### src/hdl/plo_pkg.sv
// Shared constants, types and register codes of the path length odometer.
package plo_pkg;

    localparam int POS_BITS   = 24;
    localparam int SUM_BITS   = 48;
    localparam int DEPTH_BITS = 20;
    localparam int TIME_BITS  = 32;
    localparam int DATA_BITS  = 32;
    localparam int ADDR_BITS  = 3;

    localparam int MAG_BITS = POS_BITS + 1;
    localparam int SQ_BITS  = 2 * MAG_BITS;
    localparam int CNT_BITS = $clog2(MAG_BITS);
    localparam int ACC_BITS = ((SUM_BITS > MAG_BITS) ? SUM_BITS : MAG_BITS) + 1;

    localparam logic [TIME_BITS-1:0] STALE_RESET = TIME_BITS'(10000);

    localparam logic [0:0] REG_DEPTH_THR = 1'b0;
    localparam logic [0:0] REG_STALE_LIM = 1'b1;

    typedef struct packed {
        logic load;
        logic step;
    } sq_ctrl_t;

    typedef struct packed {
        logic [DEPTH_BITS-1:0] depth_thr;
        logic [TIME_BITS-1:0]  stale_lim;
    } cfg_t;

endpackage

### src/hdl/plo_in_if.sv
// Request channel carrying one update tick.
interface plo_in_if;
    logic                                     valid;
    logic                                     ready;
    logic signed [plo_pkg::POS_BITS-1:0]      pos_x;
    logic signed [plo_pkg::POS_BITS-1:0]      pos_y;
    logic        [plo_pkg::DEPTH_BITS-1:0]    depth_now;
    logic        [plo_pkg::TIME_BITS-1:0]     fix_time;
    logic        [plo_pkg::TIME_BITS-1:0]     time_now;

    modport source (output valid, pos_x, pos_y, depth_now, fix_time, time_now, input ready);
    modport sink   (input valid, pos_x, pos_y, depth_now, fix_time, time_now, output ready);
endinterface

### src/hdl/plo_out_if.sv
// Result channel carrying the odometer readings.
interface plo_out_if;
    logic                              valid;
    logic                              ready;
    logic [plo_pkg::SUM_BITS-1:0]      total_distance;
    logic [plo_pkg::SUM_BITS-1:0]      depth_distance;
    logic                              stale;
    logic                              first_fix;

    modport source (output valid, total_distance, depth_distance, stale, first_fix, input ready);
    modport sink   (input valid, total_distance, depth_distance, stale, first_fix, output ready);
endinterface

### src/hdl/plo_regs.sv
// APB configuration registers: depth threshold and stale limit.
module plo_regs
(
    input  logic                           clk,
    input  logic                           rst_n,
    input  logic                           psel,
    input  logic                           penable,
    input  logic                           pwrite,
    input  logic [plo_pkg::ADDR_BITS-1:0]  paddr,
    input  logic [plo_pkg::DATA_BITS-1:0]  pwdata,
    output logic [plo_pkg::DATA_BITS-1:0]  prdata,
    output logic                           pready,
    output plo_pkg::cfg_t                  cfg
);

    logic [plo_pkg::DEPTH_BITS-1:0] depth_thr_reg;
    logic [plo_pkg::DEPTH_BITS-1:0] depth_thr_next;
    logic [plo_pkg::TIME_BITS-1:0]  stale_lim_reg;
    logic [plo_pkg::TIME_BITS-1:0]  stale_lim_next;
    logic                           wr_en;

    assign pready = 1'b1;
    assign wr_en  = psel && penable && pwrite && pready;

    always_comb
    begin
        depth_thr_next = depth_thr_reg;
        stale_lim_next = stale_lim_reg;
        if (wr_en)
        begin
            unique case (paddr[2])
                plo_pkg::REG_DEPTH_THR: depth_thr_next = pwdata[plo_pkg::DEPTH_BITS-1:0];
                plo_pkg::REG_STALE_LIM: stale_lim_next = pwdata[plo_pkg::TIME_BITS-1:0];
                default:                depth_thr_next = depth_thr_reg;
            endcase
        end
    end

    always_comb
    begin
        unique case (paddr[2])
            plo_pkg::REG_DEPTH_THR: prdata = plo_pkg::DATA_BITS'(depth_thr_reg);
            plo_pkg::REG_STALE_LIM: prdata = plo_pkg::DATA_BITS'(stale_lim_reg);
            default:                prdata = '0;
        endcase
    end

    always_ff @(posedge clk or negedge rst_n)
    begin
        if (!rst_n)
        begin
            depth_thr_reg <= '0;
            stale_lim_reg <= plo_pkg::STALE_RESET;
        end
        else
        begin
            depth_thr_reg <= depth_thr_next;
            stale_lim_reg <= stale_lim_next;
        end
    end

    assign cfg.depth_thr = depth_thr_reg;
    assign cfg.stale_lim = stale_lim_reg;

endmodule

### src/hdl/plo_square.sv
// Bit-serial squarer: one multiplier bit per cycle while step is set, shift-add.
module plo_square
(
    input  logic                          clk,
    input  plo_pkg::sq_ctrl_t             ctrl,
    input  logic [plo_pkg::MAG_BITS-1:0]  operand,
    output logic [plo_pkg::SQ_BITS-1:0]   product
);

    logic [plo_pkg::MAG_BITS-1:0] mcand_reg;
    logic [plo_pkg::MAG_BITS-1:0] mcand_next;
    logic [plo_pkg::MAG_BITS-1:0] hi_reg;
    logic [plo_pkg::MAG_BITS-1:0] hi_next;
    logic [plo_pkg::MAG_BITS-1:0] lo_reg;
    logic [plo_pkg::MAG_BITS-1:0] lo_next;
    logic [plo_pkg::MAG_BITS:0]   part_sum;

    assign part_sum = {1'b0, hi_reg} + (lo_reg[0] ? {1'b0, mcand_reg} : '0);

    always_comb
    begin
        mcand_next = mcand_reg;
        hi_next    = hi_reg;
        lo_next    = lo_reg;
        priority if (ctrl.load)
        begin
            mcand_next = operand;
            hi_next    = '0;
            lo_next    = operand;
        end
        else if (ctrl.step)
        begin
            hi_next = part_sum[plo_pkg::MAG_BITS:1];
            lo_next = {part_sum[0], lo_reg[plo_pkg::MAG_BITS-1:1]};
        end
        else
        begin
            mcand_next = mcand_reg;
        end
    end

    always_ff @(posedge clk)
    begin
        mcand_reg <= mcand_next;
        hi_reg    <= hi_next;
        lo_reg    <= lo_next;
    end

    assign product = {hi_reg, lo_reg};

endmodule

### src/hdl/plo_isqrt.sv
// Digit-serial integer square root: two radicand bits in, one root bit out per cycle while step is set.
module plo_isqrt
(
    input  logic                          clk,
    input  plo_pkg::sq_ctrl_t             ctrl,
    input  logic [plo_pkg::SQ_BITS-1:0]   radicand,
    output logic [plo_pkg::MAG_BITS-1:0]  root
);

    localparam int M = plo_pkg::MAG_BITS;
    localparam int S = plo_pkg::SQ_BITS;

    logic [S-1:0] rad_reg;
    logic [S-1:0] rad_next;
    logic [M:0]   rem_reg;
    logic [M:0]   rem_next;
    logic [M-1:0] root_reg;
    logic [M-1:0] root_next;
    logic [M+2:0] rem_sh;
    logic [M+2:0] trial;
    logic [M+2:0] diff;
    logic         fits;

    assign rem_sh = {rem_reg, rad_reg[S-1:S-2]};
    assign trial  = {1'b0, root_reg, 2'b01};
    assign fits   = rem_sh >= trial;
    assign diff   = rem_sh - trial;

    always_comb
    begin
        rad_next  = rad_reg;
        rem_next  = rem_reg;
        root_next = root_reg;
        priority if (ctrl.load)
        begin
            rad_next  = radicand;
            rem_next  = '0;
            root_next = '0;
        end
        else if (ctrl.step)
        begin
            rad_next  = {rad_reg[S-3:0], 2'b00};
            rem_next  = fits ? diff[M:0] : rem_sh[M:0];
            root_next = {root_reg[M-2:0], fits};
        end
        else
        begin
            rad_next  = rad_reg;
        end
    end

    always_ff @(posedge clk)
    begin
        rad_reg  <= rad_next;
        rem_reg  <= rem_next;
        root_reg <= root_next;
    end

    assign root = root_reg;

endmodule

### src/hdl/path_length_odometer.sv
// Top level of the path length odometer: tick control, accumulation and result register.
// An ordinary tick passes these steps in order: accept and take the position differences, load
// the magnitudes, square them bit-serially, add the squares, take the square root (one root
// bit per cycle) and accumulate; accumulation waits until the output register is free. The
// first tick after reset latches the position and goes straight to accumulation with a
// zero step; its result is marked first_fix. One request is worked on at a time; the result
// sits in an output register, so the next request is taken while an earlier result still waits.
// The user must write configuration over the APB port while idle; the block does not check.
module path_length_odometer
(
    input  logic                           clk,
    input  logic                           rst_n,
    plo_in_if.sink                         req,
    plo_out_if.source                      res,
    input  logic                           psel,
    input  logic                           penable,
    input  logic                           pwrite,
    input  logic [plo_pkg::ADDR_BITS-1:0]  paddr,
    input  logic [plo_pkg::DATA_BITS-1:0]  pwdata,
    output logic [plo_pkg::DATA_BITS-1:0]  prdata,
    output logic                           pready
);

    localparam int M = plo_pkg::MAG_BITS;
    localparam int P = plo_pkg::POS_BITS;
    localparam int W = plo_pkg::SUM_BITS;
    localparam int A = plo_pkg::ACC_BITS;
    localparam int T = plo_pkg::TIME_BITS;

    typedef enum logic [5:0] {
        ST_IDLE   = 6'b000001,
        ST_LOAD   = 6'b000010,
        ST_SQUARE = 6'b000100,
        ST_RLOAD  = 6'b001000,
        ST_ROOT   = 6'b010000,
        ST_ACCUM  = 6'b100000
    } state_t;

    state_t                         state_reg;
    state_t                         state_next;
    logic [plo_pkg::CNT_BITS-1:0]   cnt_reg;
    logic [plo_pkg::CNT_BITS-1:0]   cnt_next;

    logic signed [P-1:0]            prev_x_reg;
    logic signed [P-1:0]            prev_x_next;
    logic signed [P-1:0]            prev_y_reg;
    logic signed [P-1:0]            prev_y_next;
    logic                           awaiting_reg;
    logic                           awaiting_next;
    logic [W-1:0]                   path_sum_reg;
    logic [W-1:0]                   path_sum_next;
    logic [W-1:0]                   deep_sum_reg;
    logic [W-1:0]                   deep_sum_next;

    logic [M-1:0]                   dx_reg;
    logic [M-1:0]                   dx_next;
    logic [M-1:0]                   dy_reg;
    logic [M-1:0]                   dy_next;
    logic                           deep_reg;
    logic                           deep_next;
    logic                           stale_reg;
    logic                           stale_next;
    logic                           first_reg;
    logic                           first_next;

    logic                           out_valid_reg;
    logic                           out_valid_next;
    logic [W-1:0]                   out_total_reg;
    logic [W-1:0]                   out_total_next;
    logic [W-1:0]                   out_deep_reg;
    logic [W-1:0]                   out_deep_next;
    logic                           out_stale_reg;
    logic                           out_stale_next;
    logic                           out_first_reg;
    logic                           out_first_next;

    plo_pkg::cfg_t                  cfg;
    plo_pkg::sq_ctrl_t              sq_ctrl;
    plo_pkg::sq_ctrl_t              rt_ctrl;
    logic [M-1:0]                   mag_x;
    logic [M-1:0]                   mag_y;
    logic [plo_pkg::SQ_BITS-1:0]    sq_x;
    logic [plo_pkg::SQ_BITS-1:0]    sq_y;
    logic [plo_pkg::SQ_BITS-1:0]    radicand;
    logic [M-1:0]                   root;
    logic [M-1:0]                   step;
    logic [A-1:0]                   path_ext;
    logic [A-1:0]                   deep_ext;
    logic [W-1:0]                   path_sat;
    logic [W-1:0]                   deep_sat;
    logic [T:0]                     age;
    logic                           stale_now;
    logic                           req_take;
    logic                           res_free;

    plo_regs u_regs
    (
        .clk     (clk),
        .rst_n   (rst_n),
        .psel    (psel),
        .penable (penable),
        .pwrite  (pwrite),
        .paddr   (paddr),
        .pwdata  (pwdata),
        .prdata  (prdata),
        .pready  (pready),
        .cfg     (cfg)
    );

    plo_square u_sq_x
    (
        .clk     (clk),
        .ctrl    (sq_ctrl),
        .operand (mag_x),
        .product (sq_x)
    );

    plo_square u_sq_y
    (
        .clk     (clk),
        .ctrl    (sq_ctrl),
        .operand (mag_y),
        .product (sq_y)
    );

    plo_isqrt u_isqrt
    (
        .clk      (clk),
        .ctrl     (rt_ctrl),
        .radicand (radicand),
        .root     (root)
    );

    assign req.ready = (state_reg == ST_IDLE);
    assign req_take  = req.valid && req.ready;
    assign res_free  = !out_valid_reg || res.ready;

    assign mag_x    = dx_reg[M-1] ? (~dx_reg + M'(1)) : dx_reg;
    assign mag_y    = dy_reg[M-1] ? (~dy_reg + M'(1)) : dy_reg;
    assign radicand = sq_x + sq_y;

    assign sq_ctrl.load = (state_reg == ST_LOAD);
    assign sq_ctrl.step = (state_reg == ST_SQUARE);
    assign rt_ctrl.load = (state_reg == ST_RLOAD);
    assign rt_ctrl.step = (state_reg == ST_ROOT);

    assign age       = {1'b0, req.time_now} - {1'b0, req.fix_time};
    assign stale_now = (req.fix_time != '0) && !age[T] && (age[T-1:0] >= cfg.stale_lim);

    assign step     = first_reg ? '0 : root;
    assign path_ext = A'(path_sum_reg) + A'(step);
    assign deep_ext = A'(deep_sum_reg) + A'(step);
    assign path_sat = (|path_ext[A-1:W]) ? '1 : path_ext[W-1:0];
    assign deep_sat = (|deep_ext[A-1:W]) ? '1 : deep_ext[W-1:0];

    always_comb
    begin
        state_next     = state_reg;
        cnt_next       = cnt_reg;
        prev_x_next    = prev_x_reg;
        prev_y_next    = prev_y_reg;
        awaiting_next  = awaiting_reg;
        path_sum_next  = path_sum_reg;
        deep_sum_next  = deep_sum_reg;
        dx_next        = dx_reg;
        dy_next        = dy_reg;
        deep_next      = deep_reg;
        stale_next     = stale_reg;
        first_next     = first_reg;
        out_valid_next = out_valid_reg && !res.ready;
        out_total_next = out_total_reg;
        out_deep_next  = out_deep_reg;
        out_stale_next = out_stale_reg;
        out_first_next = out_first_reg;

        unique case (state_reg)
            ST_IDLE:
            begin
                if (req_take)
                begin
                    dx_next       = M'($signed({req.pos_x[P-1], req.pos_x})
                                      - $signed({prev_x_reg[P-1], prev_x_reg}));
                    dy_next       = M'($signed({req.pos_y[P-1], req.pos_y})
                                      - $signed({prev_y_reg[P-1], prev_y_reg}));
                    deep_next     = req.depth_now > cfg.depth_thr;
                    stale_next    = stale_now;
                    first_next    = awaiting_reg;
                    awaiting_next = 1'b0;
                    prev_x_next   = req.pos_x;
                    prev_y_next   = req.pos_y;
                    state_next    = awaiting_reg ? ST_ACCUM : ST_LOAD;
                end
            end
            ST_LOAD:
            begin
                cnt_next   = plo_pkg::CNT_BITS'(M - 1);
                state_next = ST_SQUARE;
            end
            ST_SQUARE:
            begin
                cnt_next = cnt_reg - plo_pkg::CNT_BITS'(1);
                if (cnt_reg == '0)
                begin
                    state_next = ST_RLOAD;
                end
            end
            ST_RLOAD:
            begin
                cnt_next   = plo_pkg::CNT_BITS'(M - 1);
                state_next = ST_ROOT;
            end
            ST_ROOT:
            begin
                cnt_next = cnt_reg - plo_pkg::CNT_BITS'(1);
                if (cnt_reg == '0)
                begin
                    state_next = ST_ACCUM;
                end
            end
            ST_ACCUM:
            begin
                if (res_free)
                begin
                    path_sum_next  = path_sat;
                    deep_sum_next  = deep_reg ? deep_sat : deep_sum_reg;
                    out_valid_next = 1'b1;
                    out_total_next = path_sat;
                    out_deep_next  = deep_reg ? deep_sat : deep_sum_reg;
                    out_stale_next = stale_reg;
                    out_first_next = first_reg;
                    state_next     = ST_IDLE;
                end
            end
            default:
            begin
                state_next = ST_IDLE;
            end
        endcase
    end

    always_ff @(posedge clk or negedge rst_n)
    begin
        if (!rst_n)
        begin
            state_reg     <= ST_IDLE;
            cnt_reg       <= '0;
            prev_x_reg    <= '0;
            prev_y_reg    <= '0;
            awaiting_reg  <= 1'b1;
            path_sum_reg  <= '0;
            deep_sum_reg  <= '0;
            out_valid_reg <= 1'b0;
        end
        else
        begin
            state_reg     <= state_next;
            cnt_reg       <= cnt_next;
            prev_x_reg    <= prev_x_next;
            prev_y_reg    <= prev_y_next;
            awaiting_reg  <= awaiting_next;
            path_sum_reg  <= path_sum_next;
            deep_sum_reg  <= deep_sum_next;
            out_valid_reg <= out_valid_next;
        end
    end

    always_ff @(posedge clk)
    begin
        dx_reg        <= dx_next;
        dy_reg        <= dy_next;
        deep_reg      <= deep_next;
        stale_reg     <= stale_next;
        first_reg     <= first_next;
        out_total_reg <= out_total_next;
        out_deep_reg  <= out_deep_next;
        out_stale_reg <= out_stale_next;
        out_first_reg <= out_first_next;
    end

    assign res.valid          = out_valid_reg;
    assign res.total_distance = out_total_reg;
    assign res.depth_distance = out_deep_reg;
    assign res.stale          = out_stale_reg;
    assign res.first_fix      = out_first_reg;

    a_take_starts: assert property (@(posedge clk) disable iff (!rst_n)
        req_take |=> (state_reg == ST_LOAD || state_reg == ST_ACCUM))
        else $error("accepted request did not start work");

    a_square_to_root: assert property (@(posedge clk) disable iff (!rst_n)
        (state_reg == ST_SQUARE && cnt_reg == '0) |=> (state_reg == ST_RLOAD))
        else $error("squaring phase did not hand over to the root");

    a_path_monotone: assert property (@(posedge clk) disable iff (!rst_n)
        1'b1 |=> (path_sum_reg >= $past(path_sum_reg)))
        else $error("total distance went down");

    a_deep_bounded: assert property (@(posedge clk) disable iff (!rst_n)
        deep_sum_reg <= path_sum_reg)
        else $error("depth distance exceeds total distance");

endmodule
### src/flat_wrapper.sv
// flat-port wrapper written by rule: the top's interface ports become plain ports
module path_length_odometer_flat 
  (clk, rst_n, psel, penable, pwrite, paddr, pwdata, prdata, pready, req_valid, req_pos_x, req_pos_y, req_depth_now, req_fix_time, req_time_now, req_ready, res_valid, res_total_distance, res_depth_distance, res_stale, res_first_fix, res_ready);
  plo_in_if req_i ();
  plo_out_if res_i ();
  input  logic clk;
  input  logic rst_n;
  input  logic psel;
  input  logic penable;
  input  logic pwrite;
  input  logic [plo_pkg::ADDR_BITS-1:0] paddr;
  input  logic [plo_pkg::DATA_BITS-1:0] pwdata;
  output logic [plo_pkg::DATA_BITS-1:0] prdata;
  output logic pready;
  input wire logic [$bits(req_i.valid)-1:0] req_valid;
  input wire logic [$bits(req_i.pos_x)-1:0] req_pos_x;
  input wire logic [$bits(req_i.pos_y)-1:0] req_pos_y;
  input wire logic [$bits(req_i.depth_now)-1:0] req_depth_now;
  input wire logic [$bits(req_i.fix_time)-1:0] req_fix_time;
  input wire logic [$bits(req_i.time_now)-1:0] req_time_now;
  output wire logic [$bits(req_i.ready)-1:0] req_ready;
  output wire logic [$bits(res_i.valid)-1:0] res_valid;
  output wire logic [$bits(res_i.total_distance)-1:0] res_total_distance;
  output wire logic [$bits(res_i.depth_distance)-1:0] res_depth_distance;
  output wire logic [$bits(res_i.stale)-1:0] res_stale;
  output wire logic [$bits(res_i.first_fix)-1:0] res_first_fix;
  input wire logic [$bits(res_i.ready)-1:0] res_ready;
  assign req_i.valid = req_valid;
  assign req_i.pos_x = req_pos_x;
  assign req_i.pos_y = req_pos_y;
  assign req_i.depth_now = req_depth_now;
  assign req_i.fix_time = req_fix_time;
  assign req_i.time_now = req_time_now;
  assign req_ready = req_i.ready;
  assign res_valid = res_i.valid;
  assign res_total_distance = res_i.total_distance;
  assign res_depth_distance = res_i.depth_distance;
  assign res_stale = res_i.stale;
  assign res_first_fix = res_i.first_fix;
  assign res_i.ready = res_ready;
  path_length_odometer u_core (.clk(clk), .rst_n(rst_n), .req(req_i), .res(res_i), .psel(psel), .penable(penable), .pwrite(pwrite), .paddr(paddr), .pwdata(pwdata), .prdata(prdata), .pready(pready));
endmodule
### config.mk
export PLATFORM = sky130hd
export DESIGN_NAME = path_length_odometer_flat
export DESIGN_NICKNAME = d
export VERILOG_FILES = /design/src/hdl/plo_pkg.sv /design/src/hdl/plo_in_if.sv /design/src/hdl/plo_out_if.sv /design/src/hdl/plo_regs.sv /design/src/hdl/plo_square.sv /design/src/hdl/plo_isqrt.sv /design/src/hdl/path_length_odometer.sv /design/src/flat_wrapper.sv
export SDC_FILE = /design/constraint.sdc
export NUM_CORES = 2
export LEC_CHECK = 0
export CAP_MARGIN = 20
export CELL_PAD_IN_SITES_DETAIL_PLACEMENT = 0
export CELL_PAD_IN_SITES_GLOBAL_PLACEMENT = 1
export CORE_ASPECT_RATIO = 0.7
export CORE_MARGIN = 5
export CORE_UTILIZATION = 54
export CTS_CLUSTER_DIAMETER = 30
export DETAILED_ROUTE_END_ITERATION = 7
export DONT_BUFFER_PORTS = 1
export HOLD_SLACK_MARGIN = 0.12
export PLACE_DENSITY_LB_ADDON = 0.15
export RECOVER_POWER = 50
export SLEW_MARGIN = 20
export SYNTH_ARGS = -nofsm -noshare
export SYNTH_HDL_FRONTEND = slang
export SYNTH_SLANG_ARGS = --single-unit
### constraint.sdc
create_clock -name clk -period 13.4 [get_ports clk]
set_input_delay 2.01 -clock clk [delete_from_list [all_inputs] [get_ports clk]]
set_output_delay 2.01 -clock clk [all_outputs]
set_load 0.005 [all_outputs]
# After elaboration in Yosys (flattened, before gate mapping)
# Cells that the tools add are included.
[word_totals]
wordCells = 103
output_inout_bits = 133
inputBits = 174
reg_bits = 611
[op_classes]
n_bitwise = 3
eq_ne = 10
order_cmp = 3
n_addsub = 12
mux = 25
reduce_logical = 22
[ops]
columns = ["op", "n"]
rows = [
  ["two-way mux 25 bit", 9],
  ["two-way mux 48 bit", 3],
  ["two-way mux 50 bit", 2],
  ["adder 48 x 25 -> 49 bit", 2],
  ["one-hot mux 32 bit (2 select lines)", 1],
  ["adder 25 x 26 -> 26 bit", 2],
  ["adder 25 x 1 -> 25 bit (second input constant)", 2],
  ["adder 50 bit", 1],
  ["inverter 25 bit", 2],
  ["subtractor 24 x 24 -> 25 bit", 2],
  ["one-hot mux 6 bit (6 select lines)", 1],
  ["subtractor 32 x 32 -> 33 bit", 1],
  ["greater-or-equal comparator 32 bit", 1],
  ["nonzero test 32 bit", 1],
  ["two-way mux 6 bit", 5],
  ["greater-or-equal comparator 28 x 27 -> 1 bit", 1],
  ["two-way mux 26 bit", 1],
  ["subtractor 26 bit", 1],
  ["greater-than comparator 20 bit", 1],
  ["one-hot mux 5 bit (2 select lines)", 1],
  ["AND reduction 2 bit", 4],
  ["== test 6 x 1 -> 1 bit (second input constant)", 1],
  ["== test 6 x 2 -> 1 bit (second input constant)", 1],
  ["== test 6 x 3 -> 1 bit (second input constant)", 1],
  ["other kinds (15)", 28],
]

# Depth between registers and ports, before layout
[logic_depth]
depth_word = 4
ltp_mapped = 22
ltp_nobuf = 22

# By module
# From an unflattened synthesis, not the netlist that was laid out.
[hier_totals]
hier_cells = 4011
area_unflattened_um2 = 39641.8
[by_module_without_submodules]
columns = ["module", "area_each_um2", "seq_area_each_um2", "n_inst", "cells_each"]
rows = [
  ["path_length_odometer", 23460.0, 8465.6, 1, 2576],
  ["plo_square", 4071.4, 2001.9, 2, 368],
  ["plo_isqrt", 5569.1, 2522.4, 1, 550],
  ["plo_regs", 2469.9, 1307.5, 1, 149],
]

# Least setup slack after synthesis
# No wires, ideal clock.
[synth_timing]
path_kind = "input to register"
from = "in res_ready"
to = "reg u_core.deep_sum_reg[32]"
path_slack_ns = 7.286
setup_ns = 0.280
stages = 7
n_path_buf = 3
arrival_ns = 5.835
required_ns = 13.120
path_cell_list = "nand2b_1 > nand2b_1 > buf_2 > inv_2 > clkbuf_1 > buf_1 > a31oi_1"
[synth_between]
elab_chain_len = 2
[synth_lines]
columns = ["element", "line", "source"]
rows = [
  ["start, declared", "flat_wrapper.sv:27", "input wire logic [$bits(res_i.ready)-1:0] res_ready;"],
  ["logical OR 1 bit", "path_length_odometer.sv:136", "assign res_free = !out_valid_reg || res.ready;"],
  ["AND reduction 2 bit (no source line)", "-", ""],
  ["end signal, assigned", "path_length_odometer.sv:262", "deep_sum_reg <= deep_sum_next;"],
  ["end, declared", "path_length_odometer.sv:52", "logic [W-1:0] deep_sum_reg;"],
]
# No other way between the ends.
# A chain may end at the register's enable or synchronous reset.

# Worst setup path in the final report
[layout_timing]
from = "reg u_core.state_reg[0]"
to = "reg u_core.u_sq_x.lo_reg[15] in the netlist's numbering (data pin)"
[layout_between]
elab_chain_len = 2
[layout_lines]
columns = ["element", "line", "source"]
rows = [
  ["start, declared", "path_length_odometer.sv:39", "state_t state_reg;"],
  ["start signal, assigned", "path_length_odometer.sv:256", "state_reg <= state_next;"],
  ["== test 6 x 2 -> 1 bit", "path_length_odometer.sv:142", "assign sq_ctrl.load = (state_reg == ST_LOAD);"],
  ["two-way mux 25 bit", "plo_square.sv:25", "priority if (ctrl.load)"],
  ["named net u_core.u_sq_x.lo_next, one bit", "plo_square.sv:15", "logic [plo_pkg::MAG_BITS-1:0] lo_next;"],
  ["end signal, assigned", "plo_square.sv:46", "lo_reg <= lo_next;"],
  ["end, declared", "plo_square.sv:14", "logic [plo_pkg::MAG_BITS-1:0] lo_reg;"],
]
# The timed path passes the listed nets, and every way through them passes these cells.

==> run metrics <==
run status complete, but fails checks; failing checks capacitance limit, slew limit; drt pass-1 iters 6; PostCTS Resize Cnt 0; top cell type's share of synthesized area 22.8%; Post-DRT Antenna Nets 0; # port buffers 0; DPL Wire Length 81600 um; cell taking the most area after synthesis edfxtp_1; CTS Buf Count 121; first-pass GRT wire length 170000 um; Max Slew Vio Count 624; syn nets 4779; synth top area cells edfxtp_1, dfrtp_1, ha_1, nand2_1, dfxtp_1; clock buffer depth 3; total setup buffers inserted after CTS 0; crit path max fanout 79; WP data arrival 8.40 ns; Worst Max-Slew Pin Slew 3.70 ns; P per Cell Area 202 nW/um^2; Ports 307; Syn. warnings 0; Placement Rows 83; final hold violation count 0; area of the core 73100 sq um; max FFs per register 50; CP Capture Type register; fin nets 4773; chip height 237 um; Synth Flop Type edfxtp_1; Mean Syn Cell Area 9.26 sq um; Die ar. 79100 sq um; Cell variety after synth 114; Synth Register Bits 611; fraction of layout cells with a size suffix above 1 9.18%; WS Path Type reg -> reg; Vias/cell 5.86; most frequent cell after synthesis nand2_1; commonest cells in the netlist nand2_1, o21ai_0, ha_1; Routed wire per std cell 20.5 um; initial antenna violation count 3; Pleak 19.2 nW; Hold Crit Class reg -> reg; root buf cell clkbuf_16; Initial Utilization 54.3%; clk_skew 0.0213 ns; Peak VDD IR 0.219 mV; Die Wd 334 um; Fin Setup TNS 0 ns; Max-Cap Viols 13; initial DRC count 2651; Syn-to-layout area delta 12.5%; Worst Hold Margin 0.434 ns; Detailed Route WL 110000 um; fin crit share 59.6%; CTS Hold Bufs 0; pin count of the biggest net entering global routing 210; Syn Inst Count 4285; clock-pin slew on the worst setup and hold paths 0.06 ns; via count 31500; Mapped Area 39700 sq um; CTS tree built; max_slew headroom -146%; Clock Latency Late Sink 0.68 ns; Critical Path RT 13.82 ns; GRT overflow 0; Final min period 7.98 ns; final setup violating endpoints 0; RSZ-0062 raised after global routing false; Max Fclk 125 MHz; number of synthesized flops with an enable pin 301; Post-synth ARST share 34.2%; H-tree Lvls 3; total track usage 26.9%; vias in the first global route 29400; drt drc 0; gpl congestion 0.926; Seq/Total Area, Yosys 41.1%; startpoint types register; Sink Count 611
cell families (layout without fill, tap and decap cells):
| logic type | after synthesis | after routing | synth area share, % |
|---|---|---|---|
| XOR/XNOR | 272 | 272 | 6.00 |
| AO/OA/AOI/OAI | 1166 | 1166 | 19.0 |
| AND/OR/NAND/NOR | 1380 | 1380 | 16.3 |
| other | 1 | 2 | 0.00945 |
| adder cells (fa/ha/maj) | 320 | 320 | 10.2 |
| buffers and inverters | 416 | 519 | 4.07 |
| flip-flops | 611 | 611 | 41.1 |
| multiplexers | 119 | 119 | 3.30 |
critical path, stage by stage (launching register included):
cell and delay, ns:
dfstp_1 0.58, nand3b_1 0.13, clkbuf_1 1.77, clkinvlp_2 2.59, clkbuf_1 1.72, mux2_2 0.80
path summary, 6_finish.rpt:
path	from	end	slack [ns]	cells past startpoint
hold / removal	u_core.stale_reg	u_core.res.stale	0.43	0
min in group asynchronous	rst_n	u_core.prev_y_reg[1]	1.03	0
setup reg to reg	u_core.state_reg[0]	u_core.u_sq_x.lo_reg[15]	5.42	5
max in group asynchronous	rst_n	u_core.state_reg[2]	11.74	0
setup / recovery	u_core.state_reg[0]	u_core.u_sq_x.lo_reg[15]	5.42	5
hold reg to reg	u_core.stale_reg	u_core.res.stale	0.43	0
cell usage in the layout (no fill, tap or decap), types with 24 or more instances in the layout:
master and count:
ha_1 312, nor2b_1 38, nor3_1 55, xnor2_1 161, a21o_1 146, a211oi_1 28, dfxtp_1 101, o22a_1 30
or3_1 34, mux2i_1 24, edfxtp_1 301, nand2_1 618, a31oi_1 57, clkbuf_1 26, o21bai_1 27, nand4_1 47
inv_1 255, and2_1 81, mux2_2 94, a21oi_1 291, nand2b_1 40, nor4_1 29, o21ai_0 322, xor2_1 111
o21a_1 49, nand3_1 68, and3_1 45, dfrtp_1 202, o31ai_1 24, nor2_1 243, clkbuf_16 124
through the flow:
stage | setup slack, ns | power [mW] | utilization, % | std cells | cell area (sq um)
after global placement | 7.28 | 5.90 | 55.4 | 5133 | 40500
after global routing | 4.87 | 9.57 | 61.1 | 5365 | 44700
final | 5.42 | 9.03 | 61.1 | 5366 | 44700
after detailed placement | 7.23 | 5.94 | 55.4 | 5133 | 40500
after CTS | 7.94 | 9.05 | 61.2 | 5365 | 44700
after floorplan | 7.29 | 5.10 | - | 4285 | 39700
power breakdown:
part	total, mW	switching [mW]	leakage [nW]	internal [mW]
Combinational	3.13	1.90	11.1	1.22
Sequential	2.82	0.303	6.06	2.52
Clock	3.08	1.10	2.02	1.98
Total	9.03	3.30	19.2	5.72
final cells by class:
type                       count  area (sq um)
inverter                     260           981
clock buffer                 139          3190
antenna                        1          2.50
multi-input combinational   3258         21800
tap                          977          1220
clock inverter                93          1030
sequential                   611         16300
fill                        6393         28400
timing repair buffer          27           150
routing by layer:
| metal | routed length (um) | track usage (%) | vias to the layer above |
|---|---|---|---|
| met5 | 0 | 0 | - |
| met4 | 2210 | 6.40 | 0 |
| met3 | 10400 | 8.24 | 139 |
| met2 | 43800 | 37.1 | 997 |
| met1 | 53300 | 41.2 | 14900 |
| li1 | - | - | 15500 |
No activity file was read; power rests on OpenSTA's default activity.
